File: src/rtl/cdu_pkg.sv
`timescale 1ns / 1ps
// Shared types, constants and arithmetic helpers for the donor-cell u convection core.
// No dependencies; every other rtl file refers to this package by scoped names.
package cdu_pkg;

	localparam int WordBits   = 32;
	localparam int FracBits   = 16;
	localparam int RecipBits  = 32;
	localparam int GammaBits  = 16;
	localparam int GammaWidth = GammaBits + 1;
	localparam int ProdBits   = WordBits + RecipBits + 2;
	localparam int CfgIdxBits = 2;
	localparam int CfgDataBits = 32;

	localparam logic [GammaWidth-1:0] GammaOne   = {1'b1, {GammaBits{1'b0}}};
	localparam logic [GammaWidth-1:0] GammaReset = GammaOne >> 1;
	localparam logic [RecipBits-1:0]  RecipReset = RecipBits'(1) << FracBits;

	typedef logic signed [WordBits-1:0] word_t;
	typedef logic        [WordBits-1:0] mag_t;
	typedef logic signed [ProdBits-1:0] wide_t;
	typedef logic signed [WordBits+RecipBits:0] recip_prod_t;

	localparam word_t WordMax = {1'b0, {(WordBits-1){1'b1}}};
	localparam word_t WordMin = {1'b1, {(WordBits-1){1'b0}}};

	typedef enum logic [CfgIdxBits-1:0] {
		RegRecipDx,
		RegRecipDy,
		RegGamma
	} cfg_reg_e;

	typedef struct packed {
		logic [RecipBits-1:0]  recip_dx;
		logic [RecipBits-1:0]  recip_dy;
		logic [GammaWidth-1:0] gamma;
	} cfg_t;

	typedef struct packed {
		logic  sat;
		word_t val;
	} sat_word_t;

	// Face operands of one direction: central pair, upwind pair on each side
	typedef struct packed {
		word_t fa_p;
		word_t fb_p;
		word_t fa_m;
		word_t fb_m;
		mag_t  fv_p;
		word_t hd_p;
		mag_t  fv_m;
		word_t hd_m;
	} flux_in_t;

	typedef struct packed {
		logic  sat;
		word_t central;
		word_t upwind;
	} flux_t;

	typedef struct packed {
		logic s1;
		logic s2;
		logic s3;
		logic s4;
		logic s5;
		logic s6;
		logic s7;
	} stage_en_t;

	// floor((a + b) / 2)
	function automatic word_t avg2(word_t a, word_t b);
		logic [WordBits:0] sum;
		sum = {a[WordBits-1], a} + {b[WordBits-1], b};
		return sum[WordBits:1];
	endfunction

	// floor((a - b) / 2)
	function automatic word_t hdiff2(word_t a, word_t b);
		logic [WordBits:0] diff;
		diff = {a[WordBits-1], a} - {b[WordBits-1], b};
		return diff[WordBits:1];
	endfunction

	function automatic mag_t mag(word_t a);
		return a[WordBits-1] ? mag_t'(~a + 1'b1) : mag_t'(a);
	endfunction

	function automatic sat_word_t clip(wide_t x);
		sat_word_t r;
		if (x[ProdBits-1:WordBits-1] != {(ProdBits-WordBits+1){x[ProdBits-1]}}) begin
			r.sat = 1'b1;
			r.val = x[ProdBits-1] ? WordMin : WordMax;
		end else begin
			r.sat = 1'b0;
			r.val = x[WordBits-1:0];
		end
		return r;
	endfunction

	function automatic sat_word_t add_sat(word_t a, word_t b);
		logic [WordBits:0] s;
		sat_word_t r;
		s = {a[WordBits-1], a} + {b[WordBits-1], b};
		r.sat = s[WordBits] != s[WordBits-1];
		r.val = r.sat ? (s[WordBits] ? WordMin : WordMax) : s[WordBits-1:0];
		return r;
	endfunction

	function automatic sat_word_t sub_sat(word_t a, word_t b);
		logic [WordBits:0] s;
		sat_word_t r;
		s = {a[WordBits-1], a} - {b[WordBits-1], b};
		r.sat = s[WordBits] != s[WordBits-1];
		r.val = r.sat ? (s[WordBits] ? WordMin : WordMax) : s[WordBits-1:0];
		return r;
	endfunction

endpackage

File: src/rtl/cdu_stencil.sv
`timescale 1ns / 1ps
// Stage 1: face averages, half differences and face speed magnitudes of the stencil.
// Depends on cdu_pkg.
module cdu_stencil (
	input  logic                clk,
	input  cdu_pkg::stage_en_t  en,
	input  cdu_pkg::word_t      u_center,
	input  cdu_pkg::word_t      u_east,
	input  cdu_pkg::word_t      u_west,
	input  cdu_pkg::word_t      u_north,
	input  cdu_pkg::word_t      u_south,
	input  cdu_pkg::word_t      v_center,
	input  cdu_pkg::word_t      v_east,
	input  cdu_pkg::word_t      v_south,
	input  cdu_pkg::word_t      v_southeast,
	output cdu_pkg::flux_in_t   x_s1,
	output cdu_pkg::flux_in_t   y_s1
);

	cdu_pkg::word_t fe, fw, gn, gs, an, a_s;
	cdu_pkg::flux_in_t x_d, y_d;

	always_comb begin
		fe  = cdu_pkg::avg2(u_center, u_east);
		fw  = cdu_pkg::avg2(u_west, u_center);
		gn  = cdu_pkg::avg2(v_center, v_east);
		gs  = cdu_pkg::avg2(v_south, v_southeast);
		an  = cdu_pkg::avg2(u_center, u_north);
		a_s = cdu_pkg::avg2(u_south, u_center);

		x_d.fa_p = fe;
		x_d.fb_p = fe;
		x_d.fa_m = fw;
		x_d.fb_m = fw;
		x_d.fv_p = cdu_pkg::mag(fe);
		x_d.hd_p = cdu_pkg::hdiff2(u_center, u_east);
		x_d.fv_m = cdu_pkg::mag(fw);
		x_d.hd_m = cdu_pkg::hdiff2(u_west, u_center);

		y_d.fa_p = gn;
		y_d.fb_p = an;
		y_d.fa_m = gs;
		y_d.fb_m = a_s;
		y_d.fv_p = cdu_pkg::mag(gn);
		y_d.hd_p = cdu_pkg::hdiff2(u_center, u_north);
		y_d.fv_m = cdu_pkg::mag(gs);
		y_d.hd_m = cdu_pkg::hdiff2(u_south, u_center);
	end

	always_ff @(posedge clk) begin
		if (en.s1) begin
			x_s1 <= x_d;
			y_s1 <= y_d;
		end
	end

endmodule

File: config.mk
export PLATFORM = sky130hd
export DESIGN_NAME = cdu_stencil
export DESIGN_NICKNAME = d
export VERILOG_FILES = /design/src/rtl/cdu_pkg.sv /design/src/rtl/cdu_stencil.sv
export SDC_FILE = /design/constraint.sdc
export NUM_CORES = 1
export LEC_CHECK = 0
export CAP_MARGIN = 20
export CORE_MARGIN = 2
export CORE_UTILIZATION = 30
export DETAILED_ROUTE_END_ITERATION = 6
export DONT_BUFFER_PORTS = 1
export GPL_ROUTABILITY_DRIVEN = 0
export SYNTH_ARGS = -nofsm -noshare
export SYNTH_HDL_FRONTEND = slang
export SYNTH_SLANG_ARGS = --single-unit
File: constraint.sdc
create_clock -name clk -period 5.9 [get_ports clk]
set_input_delay 0.885 -clock clk [delete_from_list [all_inputs] [get_ports clk]]
set_output_delay 0.885 -clock clk [all_outputs]
set_load 0.02 [all_outputs]
==> flow_summary.toml <==
[floorplanning]
start_util_pct = 30.2
die_x_um = 338
fp.coreArea_um2 = 111000
num_rows = 122
ios = 808
die-area_um2 = 114000
fp.dieH_um = 338

[timing]
fin_tns_setup_ps = 0
setup_viol = 0
max_slew_margin_pct = 28.5
worstMarginPinSlew_ps = 1070
finalMaxSlewViolations = 0
rsz0062_at_grt = "no"
min_period_ps = 4720
finalHoldViolations = 0
period_share_pct = 80.0
clock.fmax_ghz = 0.212

[detailed_routing]
drt_wl_total_um = 124000
drc = 0
wire_per_inst_um = 25.5
firstDrtPassIters = 5
routed_via_density = 5.31
vias = 25989
drt-initial-drc-count = 1802
ant_nets = 0

[grt]
grt_max_degree = 445
grt_pass1_wl_um = 174000
first_global_vias = 25551
antenna_found_initial = 19
gr-usage-met2_pct = 34.4
grt_usage_pct = 20.8
grt_busiest_layer = "met2"
grt-ovfl-total = 0
use_met3_pct = 9.50
use_met1_pct = 22.9

[logic_synthesis]
async_flop_share_pct = 0
yosys.area_share.simple_pct = 13.2
synth_mux_area_share_pct = 0.273
syn_avg_cell_area_um2 = 9.69
ys_ff_latch = 444
syn_area_um2 = 33400
synth_edf_count = 444
synth.distinct_cells = 97
synthCells = 3450
synth_fa_ha_area_share_pct = 12.4
yosys_warnings = 0
syn-num-nets = 4070
ys_seq_area_share_pct = 39.9
synth_area_leaders = "edfxtp_1 (40%), ha_1 (12%), xnor2_1 (7.1%)"
dominantRegCellSynth = "edfxtp_1"
synth_area_leader_cell = "edfxtp_1"
synth-compound-area-share_pct = 17.9
synth-xor-area-share_pct = 10.2
synth_top_family_by_area = "compound AO/OA/AOI/OAI gates"
synth_top_cell_area_share_pct = 39.9

[run_status]
status = "finished, final reports clean"

[power_and_ir_drop]
power_density_nw_per_um2 = 335
p_int_mw = 7.70
combPwrFrac_pct = 22.6
clkPwrFrac_pct = 31.3
switching_share_pct = 37.1
power.switching_mw = 4.55
seq_power_share_pct = 46.1
ir_drop_mv = 0.178
p_leak_nw = 14.3

[clocking]
tritoncts = "done"
cts_resized = 0
clkSinkCount = 444
path_clk_slew_ps = 60
htree_levels = 2
clk_path_buf_depth = 3
cts_setup_buffers = 0
postCtsHoldBufs = 0
cts-root-buf = "clkbuf_16"
cts_buffers = 56

[setup_path]
critPathMaxFanout = 11
worstSetupStartpoint = "u_east[5]"
crit_type = "in -> reg"
worst-endpoint-arrival_ps = 5140
critPathLaunchType = "input port"
required_ps = 6320
crit_path_end_kind = "flip-flop"

[layout]
layout_common_cells = "edfxtp_1 (444), ha_1 (314), nor2_1 (309)"
layout-drive-gt1-share_pct = 5.30
syn_to_final_growth_pct = 9.45
fin_cells = 4890
final_common_cell = "edfxtp_1"
num-nets-final = 3971
fillers = 11301
fin_util_pct = 33.1

[flow_run]
max_cap_violations = 0

[min_path]
hold_start = "en[6]"
hold_path.class = "in -> reg"

[place]
dp_hpwl_um = 99800
port_buffers = 0
dp.cells = 4780
final cells by class:
cell class	count	area (um^2)	area share [%]
timing repair buffer	37	283	0.773
inverter	286	1070	2.93
antenna	7	17.5	0.0479
multi-input combinational	2526	18000	49.2
clock buffer	62	1420	3.89
tap	1488	1860	5.09
clock inverter	40	576	1.57
sequential	444	13300	36.4
power by group through the flow:
stage	logic [mW]	clock network (mW)	registers (mW)
global route	3.07	4.06	5.71
finish	2.77	3.84	5.64
detailed placement	2.74	0	5.72
floorplan	2.25	0	5.25
global placement	2.70	0	5.73
CTS	2.76	3.96	5.66
per-layer routing:
metal / share of wire (%) / wire length, um
met1: 38 / 47300
met4: 4.5 / 5560
met3: 11 / 13400
met2: 47 / 58000
met5: 0.14 / 171
flip-flops by register name, indices dropped and copies added (netlist names):
name	flops
x_s1	190
y_s1	254
critical path, cell delays in order:
cell	delay [ps]
inv_1	20
ha_1	490
nor3_1	190
a2111oi_4	520
o211ai_1	280
a21oi_1	420
a21o_1	240
a31oi_1	210
a311oi_1	650
mux2i_1	150
o311ai_0	640
a41oi_1	240
xor2_1	190
metrics by stage:
step / setup slack, ps / total power [mW] / instance area, um^2 / hold WS (ps)
2_1_floorplan: 1140 / 7.49 / 33400 / 997
3_3_place_gp: 542 / 8.43 / 34600 / 1040
3_5_place_dp: 541 / 8.45 / 34600 / 1040
6_report: 1180 / 12.2 / 36600 / 332
5_1_grt: 995 / 12.8 / 36600 / 286
4_1_cts: 1290 / 12.4 / 36600 / 300
cell usage after synthesis, types with 15 or more instances:
library cell and number:
a21o_1 77, or2_2 15, nand2_1 146, nand3_1 60
and2_1 16, o211ai_1 24, nor4_1 40, nor2_1 309
edfxtp_1 444, o21a_1 23, or4_1 17, a31oi_1 38
o21bai_1 66, o31ai_1 34, or3_1 22, xnor2_1 271
nor3_1 77, and3_1 17, o21ai_0 174, nand2b_1 35
inv_1 280, nand4_1 25, buf_4 70, a211oi_1 29
nor2b_1 48, xor2_1 115, a21oi_1 293, ha_1 314
clkbuf_1 110
logic make-up (layout without fill, tap and decap cells):
group,count (synthesis),in the layout
compound gates,923,923
xor+xnor,387,387
fa+ha+maj,324,324
buf+inv,480,425
flops,444,444
mux,9,9
other cells,0,7
simple gates,883,883
final timing paths:
kind	endpoint	slack, ps	depth (start not counted)
worst max-delay path	x_s1[126]	1180	13
worst min-delay path	y_s1[108]	330	0
No activity file was read; power rests on OpenSTA's default activity.
