File: src/rtl/cdu_pkg.sv
`timescale 1ns / 1ps
// Shared types, constants and arithmetic helpers for the donor-cell u convection core.
// No dependencies; every other rtl file refers to this package by scoped names.
package cdu_pkg;

	localparam int WordBits   = 32;
	localparam int FracBits   = 16;
	localparam int RecipBits  = 32;
	localparam int GammaBits  = 16;
	localparam int GammaWidth = GammaBits + 1;
	localparam int ProdBits   = WordBits + RecipBits + 2;
	localparam int CfgIdxBits = 2;
	localparam int CfgDataBits = 32;

	localparam logic [GammaWidth-1:0] GammaOne   = {1'b1, {GammaBits{1'b0}}};
	localparam logic [GammaWidth-1:0] GammaReset = GammaOne >> 1;
	localparam logic [RecipBits-1:0]  RecipReset = RecipBits'(1) << FracBits;

	typedef logic signed [WordBits-1:0] word_t;
	typedef logic        [WordBits-1:0] mag_t;
	typedef logic signed [ProdBits-1:0] wide_t;
	typedef logic signed [WordBits+RecipBits:0] recip_prod_t;

	localparam word_t WordMax = {1'b0, {(WordBits-1){1'b1}}};
	localparam word_t WordMin = {1'b1, {(WordBits-1){1'b0}}};

	typedef enum logic [CfgIdxBits-1:0] {
		RegRecipDx,
		RegRecipDy,
		RegGamma
	} cfg_reg_e;

	typedef struct packed {
		logic [RecipBits-1:0]  recip_dx;
		logic [RecipBits-1:0]  recip_dy;
		logic [GammaWidth-1:0] gamma;
	} cfg_t;

	typedef struct packed {
		logic  sat;
		word_t val;
	} sat_word_t;

	// Face operands of one direction: central pair, upwind pair on each side
	typedef struct packed {
		word_t fa_p;
		word_t fb_p;
		word_t fa_m;
		word_t fb_m;
		mag_t  fv_p;
		word_t hd_p;
		mag_t  fv_m;
		word_t hd_m;
	} flux_in_t;

	typedef struct packed {
		logic  sat;
		word_t central;
		word_t upwind;
	} flux_t;

	typedef struct packed {
		logic s1;
		logic s2;
		logic s3;
		logic s4;
		logic s5;
		logic s6;
		logic s7;
	} stage_en_t;

	// floor((a + b) / 2)
	function automatic word_t avg2(word_t a, word_t b);
		logic [WordBits:0] sum;
		sum = {a[WordBits-1], a} + {b[WordBits-1], b};
		return sum[WordBits:1];
	endfunction

	// floor((a - b) / 2)
	function automatic word_t hdiff2(word_t a, word_t b);
		logic [WordBits:0] diff;
		diff = {a[WordBits-1], a} - {b[WordBits-1], b};
		return diff[WordBits:1];
	endfunction

	function automatic mag_t mag(word_t a);
		return a[WordBits-1] ? mag_t'(~a + 1'b1) : mag_t'(a);
	endfunction

	function automatic sat_word_t clip(wide_t x);
		sat_word_t r;
		if (x[ProdBits-1:WordBits-1] != {(ProdBits-WordBits+1){x[ProdBits-1]}}) begin
			r.sat = 1'b1;
			r.val = x[ProdBits-1] ? WordMin : WordMax;
		end else begin
			r.sat = 1'b0;
			r.val = x[WordBits-1:0];
		end
		return r;
	endfunction

	function automatic sat_word_t add_sat(word_t a, word_t b);
		logic [WordBits:0] s;
		sat_word_t r;
		s = {a[WordBits-1], a} + {b[WordBits-1], b};
		r.sat = s[WordBits] != s[WordBits-1];
		r.val = r.sat ? (s[WordBits] ? WordMin : WordMax) : s[WordBits-1:0];
		return r;
	endfunction

	function automatic sat_word_t sub_sat(word_t a, word_t b);
		logic [WordBits:0] s;
		sat_word_t r;
		s = {a[WordBits-1], a} - {b[WordBits-1], b};
		r.sat = s[WordBits] != s[WordBits-1];
		r.val = r.sat ? (s[WordBits] ? WordMin : WordMax) : s[WordBits-1:0];
		return r;
	endfunction

endpackage

File: src/rtl/cdu_cfg.sv
`timescale 1ns / 1ps
// Configuration register file: 1/dx, 1/dy and the upwind blend factor.
// Depends on cdu_pkg.
module cdu_cfg (
	input  logic                                 clk,
	input  logic                                 arst_n,
	input  logic                                 cfg_valid,
	output logic                                 cfg_ready,
	input  logic [cdu_pkg::CfgIdxBits-1:0]       cfg_index,
	input  logic [cdu_pkg::CfgDataBits-1:0]      cfg_data,
	output cdu_pkg::cfg_t                        cfg
);

	logic [cdu_pkg::RecipBits-1:0]  recip_dx_q;
	logic [cdu_pkg::RecipBits-1:0]  recip_dy_q;
	logic [cdu_pkg::GammaWidth-1:0] gamma_q;

	assign cfg_ready = 1'b1;

	always_ff @(posedge clk or negedge arst_n) begin
		if (!arst_n) begin
			recip_dx_q <= cdu_pkg::RecipReset;
			recip_dy_q <= cdu_pkg::RecipReset;
			gamma_q    <= cdu_pkg::GammaReset;
		end else if (cfg_valid && cfg_ready) begin
			unique case (cdu_pkg::cfg_reg_e'(cfg_index))
				cdu_pkg::RegRecipDx: recip_dx_q <= cfg_data[cdu_pkg::RecipBits-1:0];
				cdu_pkg::RegRecipDy: recip_dy_q <= cfg_data[cdu_pkg::RecipBits-1:0];
				cdu_pkg::RegGamma:   gamma_q    <= cfg_data[cdu_pkg::GammaWidth-1:0];
				default: ;
			endcase
		end
	end

	// gamma above one acts as one
	always_comb begin
		cfg.recip_dx = recip_dx_q;
		cfg.recip_dy = recip_dy_q;
		cfg.gamma    = (gamma_q > cdu_pkg::GammaOne) ? cdu_pkg::GammaOne : gamma_q;
	end

endmodule

File: config.mk
export PLATFORM = sky130hd
export DESIGN_NAME = cdu_cfg
export DESIGN_NICKNAME = d
export VERILOG_FILES = /design/src/rtl/cdu_pkg.sv /design/src/rtl/cdu_cfg.sv
export SDC_FILE = /design/constraint.sdc
export NUM_CORES = 1
export LEC_CHECK = 0
export BUFFER_PORTS_ARGS = -buffer_cell sky130_fd_sc_hd__buf_2
export CORE_MARGIN = 2
export CORE_UTILIZATION = 49
export CTS_BUF_LIST = sky130_fd_sc_hd__clkbuf_4 sky130_fd_sc_hd__clkbuf_8 sky130_fd_sc_hd__clkbuf_16
export CTS_CLUSTER_SIZE = 10
export DETAILED_ROUTE_END_ITERATION = 10
export PLACE_DENSITY_LB_ADDON = 0.08
export SLEW_MARGIN = 20
export SYNTH_ARGS = -nofsm -noshare
export SYNTH_HDL_FRONTEND = slang
export SYNTH_SLANG_ARGS = --single-unit
File: constraint.sdc
create_clock -name clk -period 1.5 [get_ports clk]
set_input_delay 0.075 -clock clk [delete_from_list [all_inputs] [get_ports clk]]
set_output_delay 0.075 -clock clk [all_outputs]
set_load 0.01 [all_outputs]
==> impl_metrics.ini, run 1 <==
[run_status]
status = finished, violations left
failed_checks = negative setup slack

[floorplan]
die_area_um2 = 7250
rows = 29
core_um2 = 6350
start_util_pct = 50.8
die_h_um = 85.2
boundaryPins = 119
die_w_um = 85.2

[setup_path]
startpoint = gamma_q[0]
crit_required_ps = 1420
reg2reg_from = gamma_q[16]
r2r-end = gamma_q[16]
reg2reg_setup_slack_ps = 580
critPathMaxFanout = 10
start_kind = flip-flop
crit_path_end_kind = output port
crit_arrival_ps = 1700
criticalPathCategory = reg -> out
ff2ff_path_depth = 2

[power]
p_int_mw = 4.33
combPwrFrac_pct = 23.9
pwr-share-clk_pct = 28.3
p_leak_nw = 2.16
p_switching_mw = 1.61
p_sw_share_pct = 27.1
max-vdd-ir-drop_mv = 0.783
p_per_area_nw_per_um2 = 1330
seqPwrFrac_pct = 47.7

[yosys]
syn-cell-area_um2 = 3230
syn_nets = 234
syn-instance-count = 197
yosys.area.top_type_share_pct = 60.5
synth.top_cells.by_area = dfrtp_1 60%, mux2_2 28%, dfstp_2 2.4%, and2b_1 1.9%, buf_6 1.7%
ys_top_cells_by_count = 79 x mux2_2, 78 x dfrtp_1, 8 x and2b_1, 8 x nor2b_1, 5 x buf_6
synth_area_per_cell_um2 = 16.4
yosysMostFrequentCell = mux2_2
yosysTopAreaCell = dfrtp_1
synthArstFlopShare_pct = 100
yosysWarnings = 0
synth_seq_area_share_pct = 62.9
ys_ff_latch = 81
synth_edf_count = 0
ys.flop_type = dfrtp_1
yosys.cell_types.count = 16

[cells_and_area]
drive_gt1_share_pct = 63.3
syn_to_final_growth_pct = 38.6
final_cells = 437
fin_util_pct = 70.4
antenna_cells = 0
fin_nets = 392

[clock_tree]
cts_root_buffer = clkbuf_8
clockBufferDepth = 2
cts_made_buffers = 9
tritoncts = built
cts_sinks = 81
post_cts_buffers = 0
clk_pin_slew_ps = 70
clk_latency_ps = 330
cts_max_level = 3

[sta]
finalSetupViolCount = 10
final-hold-violation-count = 0
drv_slew = 0
setup_ws_ps = -274
rsz0062_at_grt = true
final.setup.tns_ps = -2480
fin_skew_ps = 0
fin_crit_sh_pct = 118
fmax_mhz = 564
min_period_ps = 1770
hold_slack_ps = 20.3

[global_route]
met1_usage_pct = 26.8
grt.total_usage_pct = 19.9
grt_pass1_vias = 2238
use_met2_pct = 31.1
antenna_found_initial = 0
grt-busiest-layer = met2
grt_overflow = 0
grt_max_degree = 41
grt_pass1_wl_um = 11200
grt_use_met3_pct = 5.54

[detailed_routing]
wl_per_cell_um = 15.6
firstDrtPassIters = 2
drtIter0Drc = 39
postRouteAntennaNets = 0
drt_wl_total_um = 6840
vias = 2172
viasPerCell = 4.97
remaining_drc_errors = 0

[min_path]
whs_path_depth = 2
worstHoldStart = cfg_data[16]
min_to = recip_dy_q[16]
hold_path.class = in -> reg

[placement]
dpl.hpwl_um = 4590
post-place-ws_ps = -68.0
placed_cells = 390
place.gp.congestion = 0.716
port_buffers = 117

[run]
drv_cap = 0
-- metal layers --
layer / routed length (um) / share of wire [%]
met3: 447 / 6.5
met5: 0 / 0
met2: 3220 / 47
met4: 87 / 1.3
met1: 3090 / 45
-- cell families after synthesis --
family	count (synthesis)	share of synthesized area, %
compound gates	1	0.271
buf+inv	10	2.68
flops	81	62.9
mux	81	28.3
other cells	1	0.116
simple gates	23	5.74
-- final cells by class --
| class | instances | area, um^2 |
|---|---|---|
| well taps | 77 | 96.3 |
| repair buffers | 156 | 996 |
| flip-flops and latches | 81 | 2030 |
| clock buffers | 10 | 131 |
| clock inverters | 6 | 82.6 |
| fillers | 466 | 1880 |
| multi-input cells | 106 | 1130 |
| inverters | 1 | 3.75 |
-- state kept, by name, indices dropped and copies added, names as in the netlist --
register,cells
gamma_q,17
recip_dx_q,32
recip_dy_q,32
-- cells in the final DEF (no fill, tap or decap), types with 3 or more instances in the layout --
master,count
nor2b_1,8
dfrtp_1,78
clkinv_2,3
mux2_2,79
clkbuf_8,9
buf_4,6
dlygate4sd3_1,31
buf_12,3
and2b_1,8
buf_2,116
dfstp_2,3
-- worst max-delay path, cell delays in order (launching register included) --
cell and delay, ps:
dfrtp_1 410, nor4_4 320, a41oi_1 150, buf_4 180, and2b_1 190, buf_2 120
-- power groups by stage --
stage | Combinational [mW] | Sequential, mW | Clock (mW)
after floorplan | 0.562 | 3.01 | 0
final | 1.42 | 2.83 | 1.68
after global placement | 1.35 | 2.85 | 0
after global routing | 1.54 | 2.89 | 1.83
after detailed placement | 1.37 | 2.86 | 0
after CTS | 1.44 | 2.84 | 1.74
-- what timing repair did --
item | CTS | global route
hold buffers | 31 | 0
resized for setup | 3 | 0
endpoints found under the setup margin | 10 | 10
endpoints found under the hold margin | 136 | 0
-- worst max-delay path by stage --
stage          endpoint  cells after the start  slack [ps]
2_1_floorplan   cfg[10]                      3         190
3_3_place_gp    cfg[14]                      5         -50
3_5_place_dp     cfg[7]                      5         -70
4_1_cts          cfg[7]                      5        -300
5_1_grt          cfg[7]                      5        -360
6_report         cfg[7]                      5        -270
-- stage by stage --
stage / power, mW / cell area [um^2]
floorplan: 3.57 / 3230
global placement: 4.20 / 3930
detailed placement: 4.23 / 3930
CTS: 6.01 / 4470
global route: 6.26 / 4470
finish: 5.94 / 4470
Power figures use the tool's default switching activity.
==> run 2: changes to the inputs <==
- CORE_UTILIZATION: 49 -> 40
==> impl_metrics.ini, run 2 (synthesis results as in run 1) <==
[setup_path]
cp_top_family = simple AND/OR/NAND/NOR gates
criticalPathCategory = reg -> out
crit_cells = 5
cp_num_buf_inv = 2
crit_required_ps = 1420
ff2ff_path_depth = 2
slowest_delay_ps = 420
cp_cell_sequence = nor4_4, a41oi_2, buf_6, and2b_1, buf_2
reg2reg_from = gamma_q[8]
start_kind = flip-flop
reg2reg_setup_slack_ps = 580
slowest_stage = dfrtp_1
crit_arrival_ps = 1700
critPathMaxFanout = 10
r2r-end = gamma_q[8]
crit_path_end_kind = output port

[detailed_routing]
drtIter0Drc = 36
viasPerCell = 4.71
vias = 2199
wl_per_cell_um = 15.1
drt_wl_total_um = 7030
remaining_drc_errors = 0
postRouteAntennaNets = 0
firstDrtPassIters = 4

[global_route]
grt_pass1_vias = 2377
grt-busiest-layer = met2
met1_usage_pct = 21.5
grt_pass1_wl_um = 11600
use_met2_pct = 28.2
grt.total_usage_pct = 17.0
grt_use_met3_pct = 3.93
grt_max_degree = 37
antenna_found_initial = 0
grt_overflow = 0

[placement]
dpl.hpwl_um = 4920
port_buffers = 117
place_area_um2 = 3970
placed_cells = 418
place.gp.congestion = 0.715
post-place-ws_ps = -63.6

[power]
p_per_area_nw_per_um2 = 1270
max-vdd-ir-drop_mv = 0.626
p_leak_nw = 2.18

[clock_tree]
clk_pin_slew_ps = 80
cts_max_level = 3
tritoncts = built
clk_latency_ps = 330
clockBufferDepth = 2
cts_sinks = 81
cts_made_buffers = 9
cts_root_buffer = clkbuf_8

[sta]
finalSetupViolCount = 10
rsz0062_at_grt = true
fin_skew_ps = 0
min_period_ps = 1780
drv_slew = 0
setup_ws_ps = -277
final-hold-violation-count = 0
fin_crit_sh_pct = 118
fmax_mhz = 563

[cells_and_area]
design_area_um2 = 4540
final_cell_mix = 116 x buf_2, 79 x mux2_2, 78 x dfrtp_1
top_regs = recip_dx_q: 32 flops, recip_dy_q: 32 flops, gamma_q: 17 flops
fin_util_pct = 58.5
fin_nets = 398
nFillCells = 657
drive_gt1_share_pct = 64.1
layout_commonest_cell = buf_2
final_cells = 467
syn_to_final_growth_pct = 40.8
antenna_cells = 0

[floorplan]
die_w_um = 93.8
core_um2 = 7770
rows = 32
boundaryPins = 119
start_util_pct = 41.5
die_area_um2 = 8800
die_h_um = 93.8

[run_status]
status = finished, violations left
failed_checks = negative setup slack

[run]
drv_cap = 0

[min_path]
hold_path.class = in -> async
[run 2: cell types whose count changed in the layout (fill, tap and decap cells not counted), sizes merged]
cell         change
buf              +4
clkbuf           +3
bufinv           -2
clkinv           -2
dlygate4sd3      +2
[run 2: what timing repair did]
action | 4_1_cts | 5_1_grt
hold buffers | 33 | 0
gates resized for setup | 3 | 5
endpoints found under the hold margin | 109 | 0
setup buffers | 1 | 0
pin swaps | 1 | 2
setup endpoints to repair | 10 | 10
[run 2: area by class of cell]
| cell class | instances | area (um^2) | share of cell area [%] |
|---|---|---|---|
| Clock inverter | 2 | 12.5 | 0.275 |
| Timing Repair Buffer | 162 | 1040 | 22.8 |
| Multi-Input combinational cell | 106 | 1160 | 25.5 |
| Inverter | 1 | 3.75 | 0.0826 |
| Tap cell | 102 | 128 | 2.81 |
| Sequential cell | 81 | 2030 | 44.7 |
| Clock buffer | 13 | 173 | 3.80 |
[run 2: where the power goes]
| group | total (mW) | internal (mW) | switching [mW] |
|---|---|---|---|
| sequential | 2.85 | 2.61 | 0.243 |
| clock | 1.48 | 0.745 | 0.734 |
| combinational | 1.46 | 0.805 | 0.657 |
[run 2: worst max path at each step]
stage,start,to,slack (ps)
2_1_floorplan,gamma_q[15],cfg[10],190
3_3_place_gp,gamma_q[0],cfg[10],-50
3_5_place_dp,gamma_q[0],cfg[14],-60
4_1_cts,gamma_q[8],cfg[14],-320
5_1_grt,gamma_q[13],cfg[14],-390
6_report,gamma_q[8],cfg[14],-280
[run 2: through the flow]
step	power [mW]	hold slack, ps	setup TNS (ps)
finish	5.79	235	-2420
global placement	4.22	75.7	-304
CTS	5.85	239	-2850
detailed placement	4.25	69.5	-352
floorplan	3.57	-221	0
global route	6.12	270	-3590
[run 2: layer usage]
layer	wire [um]	share of wire (%)	up-vias
li1	-	-	1019
met1	3090	44	1099
met2	3400	48	72
met3	411	5.8	9
met4	123	1.7	0
met5	0	0	-
